<file path="config.mk">
export PLATFORM = sky130hd
export DESIGN_NAME = cell_shape_rasterizer
export DESIGN_NICKNAME = d
export VERILOG_FILES = /design/src/hw/rtl/csrast_pkg.sv /design/src/hw/rtl/csrast_iter.sv /design/src/hw/rtl/csrast_mask.sv /design/src/hw/rtl/cell_shape_rasterizer.sv
export SDC_FILE = /design/constraint.sdc
export NUM_CORES = 2
export LEC_CHECK = 0
export CAP_MARGIN = 20
export CORE_MARGIN = 3
export CORE_UTILIZATION = 48
export CTS_BUF_LIST = sky130_fd_sc_hd__clkbuf_4 sky130_fd_sc_hd__clkbuf_8
export CTS_CLUSTER_SIZE = 24
export DETAILED_ROUTE_END_ITERATION = 7
export DONT_BUFFER_PORTS = 1
export GPL_TIMING_DRIVEN = 1
export PLACE_DENSITY = 0.69
export SLEW_MARGIN = 10
export SYNTH_ARGS = -nofsm -noshare
export SYNTH_HDL_FRONTEND = slang
export SYNTH_SLANG_ARGS = --single-unit
</file>
<file path="constraint.sdc">
create_clock -name clock -period 10.9 [get_ports clock]
set_clock_uncertainty 0.05 [all_clocks]
set_input_delay 1.09 -clock clock [delete_from_list [all_inputs] [get_ports clock]]
set_output_delay 1.09 -clock clock [all_outputs]
set_load 0.005 [all_outputs]
</file>
<file path="src/hw/rtl/csrast_pkg.sv">
// Shared types, constants and codes of the cell shape rasterizer.
package csrast_pkg;

   localparam int MAX_COLUMNS_DEF = 64;
   localparam int MAX_ROWS_DEF    = 64;

   localparam int COORD_W   = 12;
   localparam int MASK_W    = 64;
   localparam int ROW_W     = 6;
   localparam int DIM_W     = 7;
   localparam int NUM_W     = 16;
   localparam int DEN_W     = 8;
   localparam int ROOT_W    = 6;
   localparam int STEP_W    = 5;
   localparam int DIV_STEPS  = 16;
   localparam int SQRT_STEPS = 6;

   typedef enum logic [1:0] {
      MODE_DISK = 2'd0,
      MODE_RING = 2'd1,
      MODE_LINE = 2'd2,
      MODE_RECT = 2'd3
   } mode_type;

   typedef enum logic [1:0] {
      CSR_SCREEN_WIDTH  = 2'd0,
      CSR_SCREEN_HEIGHT = 2'd1,
      CSR_OFFSET_X      = 2'd2,
      CSR_OFFSET_Y      = 2'd3
   } csr_index_type;

   typedef enum logic {
      OP_DIV  = 1'b0,
      OP_SQRT = 1'b1
   } iter_op_type;

   typedef enum logic [3:0] {
      ST_IDLE,
      ST_ROW_START,
      ST_ROW_PREP,
      ST_A_GO,
      ST_A_WAIT,
      ST_B_GO,
      ST_B_WAIT,
      ST_ROW_MASK,
      ST_ROW_EMIT,
      ST_FLUSH
   } state_type;

   typedef logic signed [COORD_W-1:0] coord_type;

   // two inclusive column spans of one screen row
   typedef struct packed {
      coord_type lo0;
      coord_type hi0;
      coord_type lo1;
      coord_type hi1;
   } span_type;

   localparam span_type SPAN_EMPTY = '{lo0: 12'sd1, hi0: 12'sd0, lo1: 12'sd1, hi1: 12'sd0};

   typedef struct packed {
      logic             start;
      iter_op_type      op;
      logic [NUM_W-1:0] num;
      logic [DEN_W-1:0] den;
   } iter_req_type;

   typedef struct packed {
      logic             done;
      logic [NUM_W-1:0] result;
   } iter_rsp_type;

endpackage

</file>
<file path="src/hw/rtl/csrast_iter.sv">
// Shared iterative unit: restoring divide (one bit a cycle) and integer square root.
module csrast_iter (
   input  logic                      clock,
   input  logic                      reset,
   input  csrast_pkg::iter_req_type  req,
   output csrast_pkg::iter_rsp_type  rsp
);

   logic                                busy_ff, busy_in;
   logic                                done_ff, done_in;
   csrast_pkg::iter_op_type             op_ff, op_in;
   logic [csrast_pkg::STEP_W-1:0]       cnt_ff, cnt_in;
   logic [csrast_pkg::NUM_W-1:0]        num_ff, num_in;
   logic [csrast_pkg::DEN_W-1:0]        den_ff, den_in;
   logic [csrast_pkg::DEN_W-1:0]        rem_ff, rem_in;
   logic [csrast_pkg::NUM_W-1:0]        quot_ff, quot_in;

   logic [csrast_pkg::DEN_W:0]          trial;
   logic [csrast_pkg::DEN_W:0]          diff;
   logic                                fits;
   logic [2:0]                          bit_idx;
   logic [csrast_pkg::ROOT_W-1:0]       cand;
   logic [2*csrast_pkg::ROOT_W-1:0]     cand_sq;
   logic                                keep;

   // divide step: shift in next numerator bit, subtract when it fits
   assign trial = {rem_ff, num_ff[csrast_pkg::NUM_W-1]};
   assign fits  = trial >= {1'b0, den_ff};
   assign diff  = trial - {1'b0, den_ff};

   // root step: try the next lower bit of the root
   assign bit_idx = 3'(cnt_ff - csrast_pkg::STEP_W'(1));
   assign cand    = quot_ff[csrast_pkg::ROOT_W-1:0] | (csrast_pkg::ROOT_W'(1) << bit_idx);
   assign cand_sq = (2*csrast_pkg::ROOT_W)'(cand) * (2*csrast_pkg::ROOT_W)'(cand);
   assign keep    = csrast_pkg::NUM_W'(cand_sq) <= num_ff;

   always_comb begin
      busy_in = busy_ff;
      done_in = 1'b0;
      op_in   = op_ff;
      cnt_in  = cnt_ff;
      num_in  = num_ff;
      den_in  = den_ff;
      rem_in  = rem_ff;
      quot_in = quot_ff;
      if (req.start) begin
         busy_in = 1'b1;
         op_in   = req.op;
         num_in  = req.num;
         den_in  = req.den;
         rem_in  = '0;
         quot_in = '0;
         cnt_in  = (req.op == csrast_pkg::OP_DIV) ? csrast_pkg::STEP_W'(csrast_pkg::DIV_STEPS)
                                                  : csrast_pkg::STEP_W'(csrast_pkg::SQRT_STEPS);
      end else if (busy_ff) begin
         case (op_ff)
            csrast_pkg::OP_DIV: begin
               rem_in  = fits ? diff[csrast_pkg::DEN_W-1:0] : trial[csrast_pkg::DEN_W-1:0];
               num_in  = num_ff << 1;
               quot_in = {quot_ff[csrast_pkg::NUM_W-2:0], fits};
            end
            csrast_pkg::OP_SQRT: begin
               if (keep) begin
                  quot_in = csrast_pkg::NUM_W'(cand);
               end
            end
            default: begin
               quot_in = quot_ff;
            end
         endcase
         cnt_in = cnt_ff - csrast_pkg::STEP_W'(1);
         if (cnt_ff == csrast_pkg::STEP_W'(1)) begin
            busy_in = 1'b0;
            done_in = 1'b1;
         end
      end
   end

   always_ff @(posedge clock) begin
      if (reset) begin
         busy_ff <= 1'b0;
         done_ff <= 1'b0;
         cnt_ff  <= '0;
      end else begin
         busy_ff <= busy_in;
         done_ff <= done_in;
         cnt_ff  <= cnt_in;
      end
      op_ff   <= op_in;
      num_ff  <= num_in;
      den_ff  <= den_in;
      rem_ff  <= rem_in;
      quot_ff <= quot_in;
   end

   assign rsp.done   = done_ff;
   assign rsp.result = quot_ff;

endmodule

</file>
<file path="src/hw/rtl/csrast_mask.sv">
// Column mask builder: two clipped spans of one row to a 64-bit mask.
module csrast_mask (
   input  csrast_pkg::span_type           span,
   input  logic [csrast_pkg::DIM_W-1:0]   vis_w,
   output logic [csrast_pkg::MASK_W-1:0]  mask
);

   always_comb begin
      csrast_pkg::coord_type kk;
      kk = '0;
      for (int k = 0; k < csrast_pkg::MASK_W; k++) begin
         kk = csrast_pkg::coord_type'(k);
         mask[k] = ((kk >= span.lo0 && kk <= span.hi0) || (kk >= span.lo1 && kk <= span.hi1))
                   && (csrast_pkg::DIM_W'(k) < vis_w);
      end
   end

endmodule

</file>
<file path="src/hw/rtl/cell_shape_rasterizer.sv">
// Top level of the cell shape rasterizer: sequencer, registers and result stage.
//
// One req_ transfer carries one shape (disk, ring, line or rectangle). The block
// walks the visible screen rows from 0 upward and sends one rsp_ transfer for
// every row that holds at least one painted cell, in ascending row order;
// rsp_last marks the final row of the shape. A shape that covers nothing sends
// no transfer. req_stall stays high from acceptance until the last row has been
// handed to the result register.
// Rectangles, empty rows and level lines need no call to the shared unit; a covered
// disk row takes one 6-step square root, a covered ring row one or two, a steep
// line row one 16-step divide and a shallow line row two divides, all on the one
// shared unit.
// A one-entry row buffer looks ahead for rsp_last, so
// the first result leaves once the second non-empty row (or the end) is found.
// A stalled receiver holds the result register; the sequencer then waits at
// the next non-empty row. csr_ writes are always taken (csr_ready is high) and
// must only be issued while the block is idle. Reset sets a 30 by 30 screen,
// zero offsets, and empties the result register.
module cell_shape_rasterizer #(
   parameter int MAX_COLUMNS = csrast_pkg::MAX_COLUMNS_DEF,
   parameter int MAX_ROWS    = csrast_pkg::MAX_ROWS_DEF
) (
   input  logic               clock,
   input  logic               reset,

   input  logic               req_valid,
   output logic               req_stall,
   input  logic [1:0]         req_mode,
   input  logic [7:0]         req_glyph,
   input  logic [7:0]         req_color,
   input  logic signed [7:0]  req_pos_x,
   input  logic signed [7:0]  req_pos_y,
   input  logic signed [7:0]  req_end_x,
   input  logic signed [7:0]  req_end_y,
   input  logic [4:0]         req_radius,
   input  logic [6:0]         req_rect_width,
   input  logic [6:0]         req_rect_height,

   output logic               rsp_valid,
   input  logic               rsp_stall,
   output logic [5:0]         rsp_row,
   output logic [63:0]        rsp_column_mask,
   output logic [7:0]         rsp_glyph_res,
   output logic [7:0]         rsp_paint_color,
   output logic               rsp_last,

   input  logic               csr_valid,
   output logic               csr_ready,
   input  logic [1:0]         csr_index,
   input  logic [7:0]         csr_wdata
);

   localparam int CW = csrast_pkg::COORD_W;
   localparam int MW = csrast_pkg::MASK_W;
   localparam int RW = csrast_pkg::ROW_W;
   localparam int DW = csrast_pkg::DIM_W;
   localparam int NW = csrast_pkg::NUM_W;

   // configuration
   logic [DW-1:0]    scr_w_ff, scr_w_in;
   logic [DW-1:0]    scr_h_ff, scr_h_in;
   logic signed [7:0] ofs_x_ff, ofs_x_in;
   logic signed [7:0] ofs_y_ff, ofs_y_in;
   logic [DW-1:0]    vis_w;
   logic [DW-1:0]    vis_h;

   // item registers
   csrast_pkg::state_type  state_ff, state_in;
   csrast_pkg::mode_type   mode_ff, mode_in;
   logic [7:0]             glyph_ff, glyph_in;
   logic [7:0]             color_ff, color_in;
   logic [4:0]             r_ff, r_in;
   logic [6:0]             rw_ff, rw_in;
   logic [6:0]             rh_ff, rh_in;
   csrast_pkg::coord_type  cx_ff, cx_in;
   csrast_pkg::coord_type  py_ff, py_in;
   csrast_pkg::coord_type  x1s_ff, x1s_in;
   csrast_pkg::coord_type  y1_ff, y1_in;
   logic [7:0]             len_ff, len_in;
   logic [7:0]             alen_ff, alen_in;
   logic                   neg_ff, neg_in;
   logic                   xmaj_ff, xmaj_in;
   logic                   zero_ff, zero_in;

   // row registers
   logic [RW-1:0]          y_ff, y_in;
   logic [7:0]             m_ff, m_in;
   logic [NW-1:0]          opa_ff, opa_in;
   logic [NW-1:0]          opb_ff, opb_in;
   logic                   inner_ff, inner_in;
   logic [NW-1:0]          res_a_ff, res_a_in;
   csrast_pkg::span_type   span_ff, span_in;

   // lookahead buffer and result register
   logic                   hold_valid_ff, hold_valid_in;
   logic [RW-1:0]          hold_row_ff, hold_row_in;
   logic [MW-1:0]          hold_mask_ff, hold_mask_in;
   logic                   rsp_valid_ff, rsp_valid_in;
   logic [RW-1:0]          rsp_row_ff, rsp_row_in;
   logic [MW-1:0]          rsp_mask_ff, rsp_mask_in;
   logic [7:0]             rsp_glyph_ff, rsp_glyph_in;
   logic [7:0]             rsp_color_ff, rsp_color_in;
   logic                   rsp_last_ff, rsp_last_in;

   csrast_pkg::iter_req_type  iter_req;
   csrast_pkg::iter_rsp_type  iter_rsp;
   logic [MW-1:0]             row_mask;

   // line setup from the request
   logic signed [8:0]      w9, h9, minor9;
   logic [8:0]             aw9, ah9;
   logic                   l_xmaj, l_swap;
   logic signed [7:0]      l_x1, l_y1;

   // row geometry
   csrast_pkg::coord_type  wy, di, adi, dy, ady;
   logic [9:0]             rr;
   logic [9:0]             ii;
   csrast_pkg::coord_type  bo_c, a_c;
   logic [NW-1:0]          prod;
   csrast_pkg::coord_type  jo, jin, tlo, tb, lm1, thi, qq;
   logic                   out_free;
   logic                   row_end;

   // configuration port
   assign csr_ready = 1'b1;

   always_comb begin
      scr_w_in = scr_w_ff;
      scr_h_in = scr_h_ff;
      ofs_x_in = ofs_x_ff;
      ofs_y_in = ofs_y_ff;
      if (csr_valid && csr_ready) begin
         case (csrast_pkg::csr_index_type'(csr_index))
            csrast_pkg::CSR_SCREEN_WIDTH:  scr_w_in = csr_wdata[DW-1:0];
            csrast_pkg::CSR_SCREEN_HEIGHT: scr_h_in = csr_wdata[DW-1:0];
            csrast_pkg::CSR_OFFSET_X:      ofs_x_in = csr_wdata;
            csrast_pkg::CSR_OFFSET_Y:      ofs_y_in = csr_wdata;
            default:                       scr_w_in = scr_w_ff;
         endcase
      end
   end

   assign vis_w = (scr_w_ff > DW'(MAX_COLUMNS)) ? DW'(MAX_COLUMNS) : scr_w_ff;
   assign vis_h = (scr_h_ff > DW'(MAX_ROWS)) ? DW'(MAX_ROWS) : scr_h_ff;

   // line orientation, swap and lengths
   assign w9     = 9'(req_end_x) - 9'(req_pos_x);
   assign h9     = 9'(req_end_y) - 9'(req_pos_y);
   assign aw9    = w9[8] ? 9'(-w9) : 9'(w9);
   assign ah9    = h9[8] ? 9'(-h9) : 9'(h9);
   assign l_xmaj = aw9 > ah9;
   assign l_swap = l_xmaj ? w9[8] : h9[8];
   assign l_x1   = l_swap ? req_end_x : req_pos_x;
   assign l_y1   = l_swap ? req_end_y : req_pos_y;
   assign minor9 = l_xmaj ? h9 : w9;

   // row geometry in world coordinates
   assign wy  = csrast_pkg::coord_type'(y_ff) - csrast_pkg::coord_type'(ofs_y_ff);
   assign di  = wy - py_ff;
   assign adi = di[CW-1] ? -di : di;
   assign dy  = wy - y1_ff;
   assign ady = dy[CW-1] ? -dy : dy;

   assign rr   = 10'(r_ff) * 10'(r_ff);
   assign ii   = 10'(m_ff[4:0]) * 10'(m_ff[4:0]);
   assign bo_c = csrast_pkg::coord_type'(rr)
                 + ((mode_ff == csrast_pkg::MODE_RING) ? csrast_pkg::coord_type'(r_ff) : '0)
                 - csrast_pkg::coord_type'(ii);
   assign a_c  = csrast_pkg::coord_type'(rr) - csrast_pkg::coord_type'(r_ff)
                 - csrast_pkg::coord_type'(ii);
   assign prod = NW'(m_ff) * NW'(xmaj_ff ? len_ff : alen_ff);

   assign jo  = csrast_pkg::coord_type'(res_a_ff[csrast_pkg::ROOT_W-1:0]);
   assign jin = inner_ff ? csrast_pkg::coord_type'(iter_rsp.result[csrast_pkg::ROOT_W-1:0])
                           + csrast_pkg::coord_type'(1) : '0;
   assign tlo = csrast_pkg::coord_type'(res_a_ff[9:0]);
   assign tb  = csrast_pkg::coord_type'(iter_rsp.result[9:0]) - csrast_pkg::coord_type'(1);
   assign lm1 = csrast_pkg::coord_type'(len_ff) - csrast_pkg::coord_type'(1);
   assign thi = (tb < lm1) ? tb : lm1;
   assign qq  = csrast_pkg::coord_type'(res_a_ff[9:0]);

   assign out_free = !rsp_valid_ff || !rsp_stall;
   assign row_end  = (DW'(y_ff) + DW'(1)) == vis_h;

   csrast_iter u_iter (
      .clock (clock),
      .reset (reset),
      .req   (iter_req),
      .rsp   (iter_rsp)
   );

   csrast_mask u_mask (
      .span  (span_ff),
      .vis_w (vis_w),
      .mask  (row_mask)
   );

   // sequencer: next state and outputs
   always_comb begin
      state_in      = state_ff;
      mode_in       = mode_ff;
      glyph_in      = glyph_ff;
      color_in      = color_ff;
      r_in          = r_ff;
      rw_in         = rw_ff;
      rh_in         = rh_ff;
      cx_in         = cx_ff;
      py_in         = py_ff;
      x1s_in        = x1s_ff;
      y1_in         = y1_ff;
      len_in        = len_ff;
      alen_in       = alen_ff;
      neg_in        = neg_ff;
      xmaj_in       = xmaj_ff;
      zero_in       = zero_ff;
      y_in          = y_ff;
      m_in          = m_ff;
      opa_in        = opa_ff;
      opb_in        = opb_ff;
      inner_in      = inner_ff;
      res_a_in      = res_a_ff;
      span_in       = span_ff;
      hold_valid_in = hold_valid_ff;
      hold_row_in   = hold_row_ff;
      hold_mask_in  = hold_mask_ff;
      rsp_valid_in  = rsp_valid_ff && rsp_stall;
      rsp_row_in    = rsp_row_ff;
      rsp_mask_in   = rsp_mask_ff;
      rsp_glyph_in  = rsp_glyph_ff;
      rsp_color_in  = rsp_color_ff;
      rsp_last_in   = rsp_last_ff;
      req_stall     = 1'b1;
      iter_req      = '{start: 1'b0, op: csrast_pkg::OP_DIV, num: '0, den: '0};

      case (state_ff)
         csrast_pkg::ST_IDLE: begin
            req_stall = 1'b0;
            if (req_valid) begin
               mode_in  = csrast_pkg::mode_type'(req_mode);
               glyph_in = req_glyph;
               color_in = req_color;
               r_in     = req_radius;
               rw_in    = req_rect_width;
               rh_in    = req_rect_height;
               cx_in    = csrast_pkg::coord_type'(req_pos_x)
                          + csrast_pkg::coord_type'(ofs_x_ff);
               py_in    = csrast_pkg::coord_type'(req_pos_y);
               x1s_in   = csrast_pkg::coord_type'(l_x1) + csrast_pkg::coord_type'(ofs_x_ff);
               y1_in    = csrast_pkg::coord_type'(l_y1);
               xmaj_in  = l_xmaj;
               len_in   = l_xmaj ? aw9[7:0] : ah9[7:0];
               alen_in  = l_xmaj ? ah9[7:0] : aw9[7:0];
               neg_in   = (minor9 != 9'sd0) && (minor9[8] ^ l_swap);
               zero_in  = (w9 == 9'sd0) && (h9 == 9'sd0);
               y_in     = '0;
               state_in = (vis_h == '0) ? csrast_pkg::ST_FLUSH : csrast_pkg::ST_ROW_START;
            end
         end

         // decide whether the row needs the shared unit, else set its span now
         csrast_pkg::ST_ROW_START: begin
            span_in  = csrast_pkg::SPAN_EMPTY;
            state_in = csrast_pkg::ST_ROW_EMIT;
            case (mode_ff)
               csrast_pkg::MODE_DISK, csrast_pkg::MODE_RING: begin
                  if (adi <= csrast_pkg::coord_type'(r_ff)) begin
                     m_in     = adi[7:0];
                     state_in = csrast_pkg::ST_ROW_PREP;
                  end
               end
               csrast_pkg::MODE_RECT: begin
                  if (!di[CW-1] && di < csrast_pkg::coord_type'(rh_ff)) begin
                     span_in.lo0 = cx_ff;
                     span_in.hi0 = cx_ff + csrast_pkg::coord_type'(rw_ff)
                                   - csrast_pkg::coord_type'(1);
                  end
               end
               csrast_pkg::MODE_LINE: begin
                  if (zero_ff) begin
                     if (dy == '0) begin
                        span_in.lo0 = x1s_ff;
                        span_in.hi0 = x1s_ff;
                     end
                  end else if (xmaj_ff) begin
                     if (alen_ff == '0) begin
                        if (dy == '0) begin
                           span_in.lo0 = x1s_ff;
                           span_in.hi0 = x1s_ff + lm1;
                        end
                     end else if ((neg_ff ? (dy[CW-1] || dy == '0) : !dy[CW-1])
                                  && ady <= csrast_pkg::coord_type'(alen_ff)) begin
                        m_in     = ady[7:0];
                        state_in = csrast_pkg::ST_ROW_PREP;
                     end
                  end else if (!dy[CW-1] && dy < csrast_pkg::coord_type'(len_ff)) begin
                     m_in     = dy[7:0];
                     state_in = csrast_pkg::ST_ROW_PREP;
                  end
               end
               default: state_in = csrast_pkg::ST_ROW_EMIT;
            endcase
         end

         // square or product ahead of the shared unit
         csrast_pkg::ST_ROW_PREP: begin
            if (mode_ff == csrast_pkg::MODE_LINE) begin
               opa_in   = prod;
               inner_in = 1'b0;
            end else begin
               opa_in   = NW'(bo_c);
               opb_in   = NW'(a_c - csrast_pkg::coord_type'(1));
               inner_in = (mode_ff == csrast_pkg::MODE_RING) && !a_c[CW-1] && (a_c != '0);
            end
            state_in = csrast_pkg::ST_A_GO;
         end

         csrast_pkg::ST_A_GO: begin
            iter_req.start = 1'b1;
            if (mode_ff == csrast_pkg::MODE_LINE) begin
               iter_req.op  = csrast_pkg::OP_DIV;
               iter_req.num = xmaj_ff ? NW'(opa_ff + NW'(alen_ff) - NW'(1)) : opa_ff;
               iter_req.den = xmaj_ff ? alen_ff : len_ff;
            end else begin
               iter_req.op  = csrast_pkg::OP_SQRT;
               iter_req.num = opa_ff;
            end
            state_in = csrast_pkg::ST_A_WAIT;
         end

         csrast_pkg::ST_A_WAIT: begin
            if (iter_rsp.done) begin
               res_a_in = iter_rsp.result;
               if (inner_ff || (mode_ff == csrast_pkg::MODE_LINE && xmaj_ff)) begin
                  state_in = csrast_pkg::ST_B_GO;
               end else begin
                  state_in = csrast_pkg::ST_ROW_MASK;
               end
            end
         end

         csrast_pkg::ST_B_GO: begin
            iter_req.start = 1'b1;
            if (mode_ff == csrast_pkg::MODE_LINE) begin
               iter_req.op  = csrast_pkg::OP_DIV;
               iter_req.num = NW'(opa_ff + NW'(len_ff) + NW'(alen_ff) - NW'(1));
               iter_req.den = alen_ff;
            end else begin
               iter_req.op  = csrast_pkg::OP_SQRT;
               iter_req.num = opb_ff;
            end
            state_in = csrast_pkg::ST_B_WAIT;
         end

         csrast_pkg::ST_B_WAIT: begin
            if (iter_rsp.done) begin
               state_in = csrast_pkg::ST_ROW_MASK;
            end
         end

         // turn unit results into column spans
         csrast_pkg::ST_ROW_MASK: begin
            span_in = csrast_pkg::SPAN_EMPTY;
            case (mode_ff)
               csrast_pkg::MODE_DISK: begin
                  span_in.lo0 = cx_ff - jo;
                  span_in.hi0 = cx_ff + jo;
               end
               csrast_pkg::MODE_RING: begin
                  span_in.lo0 = cx_ff - jo;
                  span_in.hi0 = cx_ff - jin;
                  span_in.lo1 = cx_ff + jin;
                  span_in.hi1 = cx_ff + jo;
               end
               csrast_pkg::MODE_LINE: begin
                  if (xmaj_ff) begin
                     span_in.lo0 = x1s_ff + tlo;
                     span_in.hi0 = x1s_ff + thi;
                  end else begin
                     span_in.lo0 = neg_ff ? x1s_ff - qq : x1s_ff + qq;
                     span_in.hi0 = span_in.lo0;
                  end
               end
               default: span_in = csrast_pkg::SPAN_EMPTY;
            endcase
            state_in = csrast_pkg::ST_ROW_EMIT;
         end

         // buffer a non-empty row, pushing the previous one out first
         csrast_pkg::ST_ROW_EMIT: begin
            if (row_mask == '0 || !hold_valid_ff || out_free) begin
               if (row_mask != '0) begin
                  if (hold_valid_ff) begin
                     rsp_valid_in = 1'b1;
                     rsp_row_in   = hold_row_ff;
                     rsp_mask_in  = hold_mask_ff;
                     rsp_glyph_in = glyph_ff;
                     rsp_color_in = color_ff;
                     rsp_last_in  = 1'b0;
                  end
                  hold_valid_in = 1'b1;
                  hold_row_in   = y_ff;
                  hold_mask_in  = row_mask;
               end
               y_in     = y_ff + RW'(1);
               state_in = row_end ? csrast_pkg::ST_FLUSH : csrast_pkg::ST_ROW_START;
            end
         end

         // send the buffered row as the final one
         csrast_pkg::ST_FLUSH: begin
            if (!hold_valid_ff) begin
               state_in = csrast_pkg::ST_IDLE;
            end else if (out_free) begin
               rsp_valid_in  = 1'b1;
               rsp_row_in    = hold_row_ff;
               rsp_mask_in   = hold_mask_ff;
               rsp_glyph_in  = glyph_ff;
               rsp_color_in  = color_ff;
               rsp_last_in   = 1'b1;
               hold_valid_in = 1'b0;
               state_in      = csrast_pkg::ST_IDLE;
            end
         end

         default: state_in = csrast_pkg::ST_IDLE;
      endcase
   end

   always_ff @(posedge clock) begin
      if (reset) begin
         scr_w_ff      <= DW'(30);
         scr_h_ff      <= DW'(30);
         ofs_x_ff      <= '0;
         ofs_y_ff      <= '0;
         state_ff      <= csrast_pkg::ST_IDLE;
         hold_valid_ff <= 1'b0;
         rsp_valid_ff  <= 1'b0;
      end else begin
         scr_w_ff      <= scr_w_in;
         scr_h_ff      <= scr_h_in;
         ofs_x_ff      <= ofs_x_in;
         ofs_y_ff      <= ofs_y_in;
         state_ff      <= state_in;
         hold_valid_ff <= hold_valid_in;
         rsp_valid_ff  <= rsp_valid_in;
      end
      mode_ff      <= mode_in;
      glyph_ff     <= glyph_in;
      color_ff     <= color_in;
      r_ff         <= r_in;
      rw_ff        <= rw_in;
      rh_ff        <= rh_in;
      cx_ff        <= cx_in;
      py_ff        <= py_in;
      x1s_ff       <= x1s_in;
      y1_ff        <= y1_in;
      len_ff       <= len_in;
      alen_ff      <= alen_in;
      neg_ff       <= neg_in;
      xmaj_ff      <= xmaj_in;
      zero_ff      <= zero_in;
      y_ff         <= y_in;
      m_ff         <= m_in;
      opa_ff       <= opa_in;
      opb_ff       <= opb_in;
      inner_ff     <= inner_in;
      res_a_ff     <= res_a_in;
      span_ff      <= span_in;
      hold_row_ff  <= hold_row_in;
      hold_mask_ff <= hold_mask_in;
      rsp_row_ff   <= rsp_row_in;
      rsp_mask_ff  <= rsp_mask_in;
      rsp_glyph_ff <= rsp_glyph_in;
      rsp_color_ff <= rsp_color_in;
      rsp_last_ff  <= rsp_last_in;
   end

   assign rsp_valid       = rsp_valid_ff;
   assign rsp_row         = rsp_row_ff;
   assign rsp_column_mask = rsp_mask_ff;
   assign rsp_glyph_res   = rsp_glyph_ff;
   assign rsp_paint_color = rsp_color_ff;
   assign rsp_last        = rsp_last_ff;

endmodule

</file>
======== Word level (Yosys, flattened, before mapping) ========
Cells that the tools add are included.
storage, ports and cells
  memories kept ........................... 0
  bits in writable memories ............... 0
  bits in latches ......................... 0
  memory bits (read-only) ................. 0
  register bits ........................... 444
operators by class
  equal/unequal tests ..................... 33
  shift operators ......................... 1
  $add $sub $neg .......................... 38
  order comparisons ....................... 330
  bitwise logic cells ..................... 5
  divide/modulo/power cells ............... 0
  reduce and logical (&&, ||, !) cells .... 311
  muxes and demuxes ....................... 119
  multiply operators ...................... 4
operator list
  cell                                                                                  count
  7-bit by 12-bit greater-or-equal comparator with 1-bit output (first input constant)  64
  7-bit by 12-bit <= comparator with 1-bit output (first input constant)                64
  6-bit by 12-bit greater-or-equal comparator with 1-bit output (first input constant)  32
  6-bit by 12-bit <= comparator with 1-bit output (first input constant)                32
  64-bit 2-to-1 mux                                                                     5
  6-bit by 7-bit < comparator with 1-bit output (first input constant)                  32
  1-bit logical AND                                                                     201
  8-bit 2-to-1 mux                                                                      25
  5-bit by 12-bit greater-or-equal comparator with 1-bit output (first input constant)  16
  5-bit by 12-bit <= comparator with 1-bit output (first input constant)                16
  24-bit 2-to-1 mux                                                                     8
  64-bit case mux with 2 select lines                                                   1
  5-bit by 7-bit < comparator with 1-bit output (first input constant)                  16
  4-bit by 12-bit greater-or-equal comparator with 1-bit output (first input constant)  8
  4-bit by 12-bit <= comparator with 1-bit output (first input constant)                8
  48-bit case mux with 2 select lines                                                   1
  16-bit 2-to-1 mux                                                                     5
  24-bit case mux with 3 select lines                                                   1
  1-bit logical OR                                                                      69
  64-bit zero test                                                                      1
  64-bit nonzero test                                                                   1
  4-bit by 7-bit < comparator with 1-bit output (first input constant)                  8
  4-bit 2-to-1 mux                                                                      14
  26-bit case mux with 2 select lines                                                   1
  97 further kinds                                                                      212

======== Longest topological paths before layout ========
  depth in word-level cells ............... 12
  depth in mapped cells ................... 37

======== Modules after synthesis ========
Synthesis repeated with hierarchy kept, for this count alone.
second synthesis, totals
  cells, all modules ...................... 4,163
  area total of the unflattened synthesis .. 37,370.8 µm²
modules (own cells, without submodules)
  module                 times used  area an instance (µm²)  cells each
  cell_shape_rasterizer  1           29,216.8                2,974
  csrast_mask            1           4,580.6                 820
  csrast_iter            1           3,573.4                 369

======== Worst setup path after synthesis ========
No wires, ideal clock.
  path type ............................... register to register
  start point ............................. register span_ff[20] (netlist bit)
  end point ............................... register rsp_mask_ff[0], in the netlist rsp_column_mask[0], enable pin
  period minus slack after synthesis ...... 11.924 ns
  cell stages (with the launch flop) ...... 14
  path slack .............................. -1.024 ns
  buffers on the path ..................... 2
  library setup time ...................... 0.543 ns
  arrival ................................. 11.331 ns
  cells stage by stage .................... edfxtp_1 nor3_1 and2_0 clkbuf_1 buf_2 o21ai_0 a221oi_1 o21a_1 nor2_1 nor4b_2 and4b_2 nor3_1 a21oi_1 nor2b_1
between the ends
  cells in the longest elaborated chain, start to end .. 9
  elaborated cells between the ends (all ways) .. 263
ends and longest elaborated chain
  item                                                             line                          text
  from (decl)                                                      cell_shape_rasterizer.sv:92   csrast_pkg::span_type span_ff, span_in;
  from (signal assigned)                                           cell_shape_rasterizer.sv:469  span_ff <= span_in;
  6-bit by 12-bit greater-or-equal comparator with 1-bit output *  csrast_mask.sv:13             mask[k] = ((kk >= span.lo0 && kk <= span.hi0) || (kk >= span.lo1 && kk <= span.hi1))
  1-bit logical AND *                                              csrast_mask.sv:13
  1-bit logical OR *                                               csrast_mask.sv:13
  1-bit logical AND *                                              csrast_mask.sv:14             && (csrast_pkg::DIM_W'(k) < vis_w);
  named net row_mask[19]                                           cell_shape_rasterizer.sv:107  logic [MW-1:0] row_mask;
  64-bit zero test                                                 cell_shape_rasterizer.sv:391  if (row_mask == '0 || !hold_valid_ff || out_free) begin
  1-bit logical OR (2 in series)                                   cell_shape_rasterizer.sv:391
  2-bit inequality test (no source line)                           n/a
  6-bit AND reduction (no source line) *                           n/a
  to (signal assigned)                                             cell_shape_rasterizer.sv:473  rsp_mask_ff <= rsp_mask_in;
  to (decl)                                                        cell_shape_rasterizer.sv:100  logic [MW-1:0] rsp_mask_ff, rsp_mask_in;
Mark *: on every way through the listed nets, which the timed path passes. The rest lies on a longest branch.
A chain may end at the register's enable or synchronous reset.

======== Worst setup path after layout ========
  start point ............................. input req_end_x[0]
  end point ............................... register x1s_ff[10] (data pin)
between the ends
  cells in the longest elaborated chain, start to end .. 7
ends and longest elaborated chain
  item                                         line                          text
  from (decl)                                  cell_shape_rasterizer.sv:33   input logic signed [7:0] req_end_x,
  8-bit by 8-bit subtractor with 9-bit output  cell_shape_rasterizer.sv:148  assign w9 = 9'(req_end_x) - 9'(req_pos_x);
  9-bit negation                               cell_shape_rasterizer.sv:150  assign aw9 = w9[8] ? 9'(-w9) : 9'(w9);
  9-bit 2-to-1 mux                             cell_shape_rasterizer.sv:150
  9-bit greater-than comparator                cell_shape_rasterizer.sv:152  assign l_xmaj = aw9 > ah9;
  1-bit 2-to-1 mux                             cell_shape_rasterizer.sv:153  assign l_swap = l_xmaj ? w9[8] : h9[8];
  8-bit 2-to-1 mux *                           cell_shape_rasterizer.sv:154  assign l_x1 = l_swap ? req_end_x : req_pos_x;
  8-bit by 8-bit adder with 9-bit output *     cell_shape_rasterizer.sv:249  x1s_in = csrast_pkg::coord_type'(l_x1) + csrast_pkg::coord_type'(ofs_x_ff);
  to (signal assigned)                         cell_shape_rasterizer.sv:456  x1s_ff <= x1s_in;
  to (decl)                                    cell_shape_rasterizer.sv:77   csrast_pkg::coord_type x1s_ff, x1s_in;
Every way passes the cells marked *; elsewhere a longest branch is shown, timed or not.

==> impl_metrics.csv <==
group,metric,value,unit
run_status,status,"completed",
worst_hold_path,hp-start,"glyph_ff[4]",
place,dpl.hpwl,86930,µm
logic_synthesis,netlist_top_cells_area,"edfxtp_1 31%, ha_1 12%, fa_1 4.6%, inv_1 4.2%, a21oi_1 4.2%",
power,combPwrFrac,67.9,%
logic_synthesis,seq_area_frac_synth,33.96,%
worst_hold_path,whs_path_depth,0,
cells_and_area,final_nets,4493,
critical_path,cpPeakStageDelay,0.54,ns
critical_path,crit_path_end_kind,"flip-flop",
clocking,cts_made_buffers,76,
power,vdd_ir_drop_max,292.3,µV
critical_path,slowest_stage,"mux2_2",
sta,max_freq,0.1469,GHz
global_route,track_usage,27.74,%
sta,hold_viol,0,
critical_path,critPathKind,"input pin to flip-flop",
logic_synthesis,synth.avg_cell_area,9.096,µm²
power,p_int,7.377,mW
power,p_leak,16.32,nW
global_route,grt_pass1_wl,171000,µm
place,place.gp.congestion,1.021,
logic_synthesis,syn_inst,4031,
logic_synthesis,ys_types,94,
critical_path,cpMostUsedCell,"a21oi_1",
logic_synthesis,yosys.area.top_type,"edfxtp_1",
clocking,cts_resized,0,
logic_synthesis,ys.flop_type,"edfxtp_1",
logic_synthesis,synth-seq-cells,435,
worst_hold_path,min_to,"rsp_glyph_res[4]",
sta,tns,0,ns
sta,min_period,6.807,ns
global_route,antenna_found_initial,3,
sta,setup_viol,0,
logic_synthesis,synth_warnings,0,
logic_synthesis,syn_area,0.03667,mm²
sta,min_period_over_period,62.45,%
floorplan,initial_utilization,48.84,%
critical_path,cp-start-kind,"input pin",
global_route,grt_overflow,0,
job,cap_violations,0,
floorplan,io_pins,174,
power,powerDensity,367.4,mW/mm²
sta,tightest_slew,1.185,ns
critical_path,crit_fanout,16,
clocking,cts-root-buf,"clkbuf_8",
floorplan,die_area,0.07974,mm²
clocking,cts_buffer_depth,3,
power,seq_power_share,20.2,%
drt,num_vias,30390,
global_route,grt_pass1_vias,28970,
critical_path,reg2reg_depth,13,
sta,hold-worst-slack,0.3622,ns
critical_path,worstReg2RegStart,"span_ff[41]",
logic_synthesis,synthTopCellsByCount,"415 x inv_1, 374 x edfxtp_1, 362 x ha_1, 347 x nor2_1, 309 x a21oi_1",
power,power.share.switching,48.89,%
global_route,grt_max_degree,72,
drt,drt_first_pass_iters,7,
drt,drt_iter0_drc,3226,
logic_synthesis,synth-edff-count,374,
power,p_switching,7.058,mW
worst_hold_path,hold_path_class,"flip-flop to flip-flop",
critical_path,r2r-end,"rsp_paint_color[4]",
floorplan,rows,100,
drt,ant_nets,0,
floorplan,core,0.07507,mm²
cells_and_area,finish.utilization,52.33,%
clocking,cts_sinks,435,
floorplan,fp.dieW,282.4,µm
floorplan,die_h,282.4,µm
critical_path,crit_arrival,7.27,ns
sta,timing.final.max_slew_violations,0,
clocking,h-tree-depth,3,
logic_synthesis,synthArstFlopShare,0,%
critical_path,worstPathRequired,11.37,ns
clocking,clk_pin_slew,0.06,ns
power,pwr-share-clk,12.0,%
clocking,cts_hold_buf,0,
drt,routed_wl,111400,µm
logic_synthesis,synth_top_area_share,30.63,%
drt,drc,0,
clocking,cts_tree,"built",
sta,rsz0062_at_grt,"false",
clocking,cts_setup_buffers,0,
clocking,clk_latency,0.72,ns
cells_and_area,drive_gt1_share,6.958,%
critical_path,rrSetupSlack,4.29,ns
logic_synthesis,synth_most_common_cell,"inv_1",
sta,maxSlewHeadroom,21.00,%
drt,wire_per_inst,22.31,µm
logic_synthesis,synth_nets,4562,
drt,drt-vias-per-instance,6.084,
cells_and_area,area_delta_synth_final,7.142,%
place,portBuffers,0,
==> logic make-up after synthesis <==
logic type / after synthesis / synth area share, %
AO/OA/AOI/OAI: 1087 / 19.33
XOR/XNOR: 260 / 6.210
adder cells (fa/ha/maj): 447 / 16.99
buffers and inverters: 614 / 6.360
flip-flops: 435 / 33.96
multiplexers: 85 / 2.436
other: 1 / 0.01023
AND/OR/NAND/NOR: 1102 / 14.70
==> metal layers <==
layer  wire length, µm  vias up  track usage [%]
met4              5047        0            11.84
li1                  -    14310                -
met2             48590     1485            42.91
met1             46960    14330            37.42
met3             10840      270            6.347
met5                 0        -                0
==> worst max-delay path: cells and delay by family <==
family / cells / cell delay, ns
AOI/OAI and AO/OA: 12 / 1.96
adders and majority gates: 5 / 1.48
muxes: 5 / 1.29
and+or+nand+nor: 10 / 1.07
buffers and inverters: 4 / 0.35
==> registers in the layout, summed over array words and instances (netlist names), 8 cells and up <==
signal / flops
py_ff: 8
rsp_paint_color: 8
u_iter.den_ff: 8
m_ff: 8
x1s_ff: 9
opa_ff: 16
opb_ff: 13
alen_ff: 8
u_iter.quot_ff: 10
ofs_x_ff: 8
rsp_glyph_res: 8
u_iter.rem_ff: 8
cx_ff: 9
res_a_ff: 10
u_iter.num_ff: 16
span_ff: 48
len_ff: 8
rsp_column_mask: 64
ofs_y_ff: 8
color_ff: 8
glyph_ff: 8
y1_ff: 8
hold_mask_ff: 64
==> how the worst max path moves through the flow <==
stage,start,to,slack [ns],depth (start not counted)
after floorplan,span_ff[20],rsp_column_mask[0],1.14,13
after global placement,req_end_x[0],x1s_ff[10],3.51,36
after detailed placement,req_end_x[0],x1s_ff[10],3.43,36
after CTS,y_ff[0],state_ff[1],4.09,25
after global routing,req_end_y[0],x1s_ff[10],3.51,35
final,req_end_x[0],x1s_ff[10],4.09,36
==> metrics by stage <==
step	worst slack, ns	cells	area (µm²)	power [mW]
final	4.093	4995	39290	14.43
after global routing	3.509	4994	39280	15.76
after CTS	4.095	4991	39270	14.32
after detailed placement	3.431	4851	37520	12.52
after global placement	3.510	4851	37520	12.40
after floorplan	1.136	4031	36670	10.10
==> cells in the final DEF, fill, tap and decap left out, types with 30 or more instances in the layout <==
cell type	netlist	routed
fa_1	85	85
nor2b_1	68	67
dfxtp_1	61	61
a21o_1	71	71
o21bai_1	37	37
xnor2_1	169	169
o211ai_1	36	36
mux2i_1	51	51
inv_1	415	415
nor3_1	76	71
o21a_1	38	38
mux2_2	34	34
buf_4	2	45
edfxtp_1	374	374
a211oi_1	39	39
a21oi_1	309	309
o21ai_0	197	197
a31oi_1	54	54
nand2b_1	64	63
nand2_1	257	257
ha_1	362	362
clkbuf_8	0	85
xor2_1	91	91
nor2_1	347	346
nand3_1	56	56
and2_1	54	54
o22ai_1	30	30
a221oi_1	39	39
==> layout make-up <==
type                    instances  area, µm²
inverters                     421       1580
flip-flops and latches        435      12450
diodes                          2      5.005
multi-input cells            2982      21940
clock inverters                35      430.4
fillers                      6905      35790
clock buffers                 105       1320
well taps                     969       1212
repair buffers                 46      342.8
==> power by group through the flow <==
stage,clock (mW),sequential [mW],combinational [mW]
floorplan,0,2.62,7.48
global placement,0,2.92,9.48
detailed placement,0,2.92,9.60
CTS,1.76,2.89,9.68
global route,1.83,2.94,11.0
finish,1.73,2.91,9.80
Note: power is estimated with default switching activity, not from simulation.
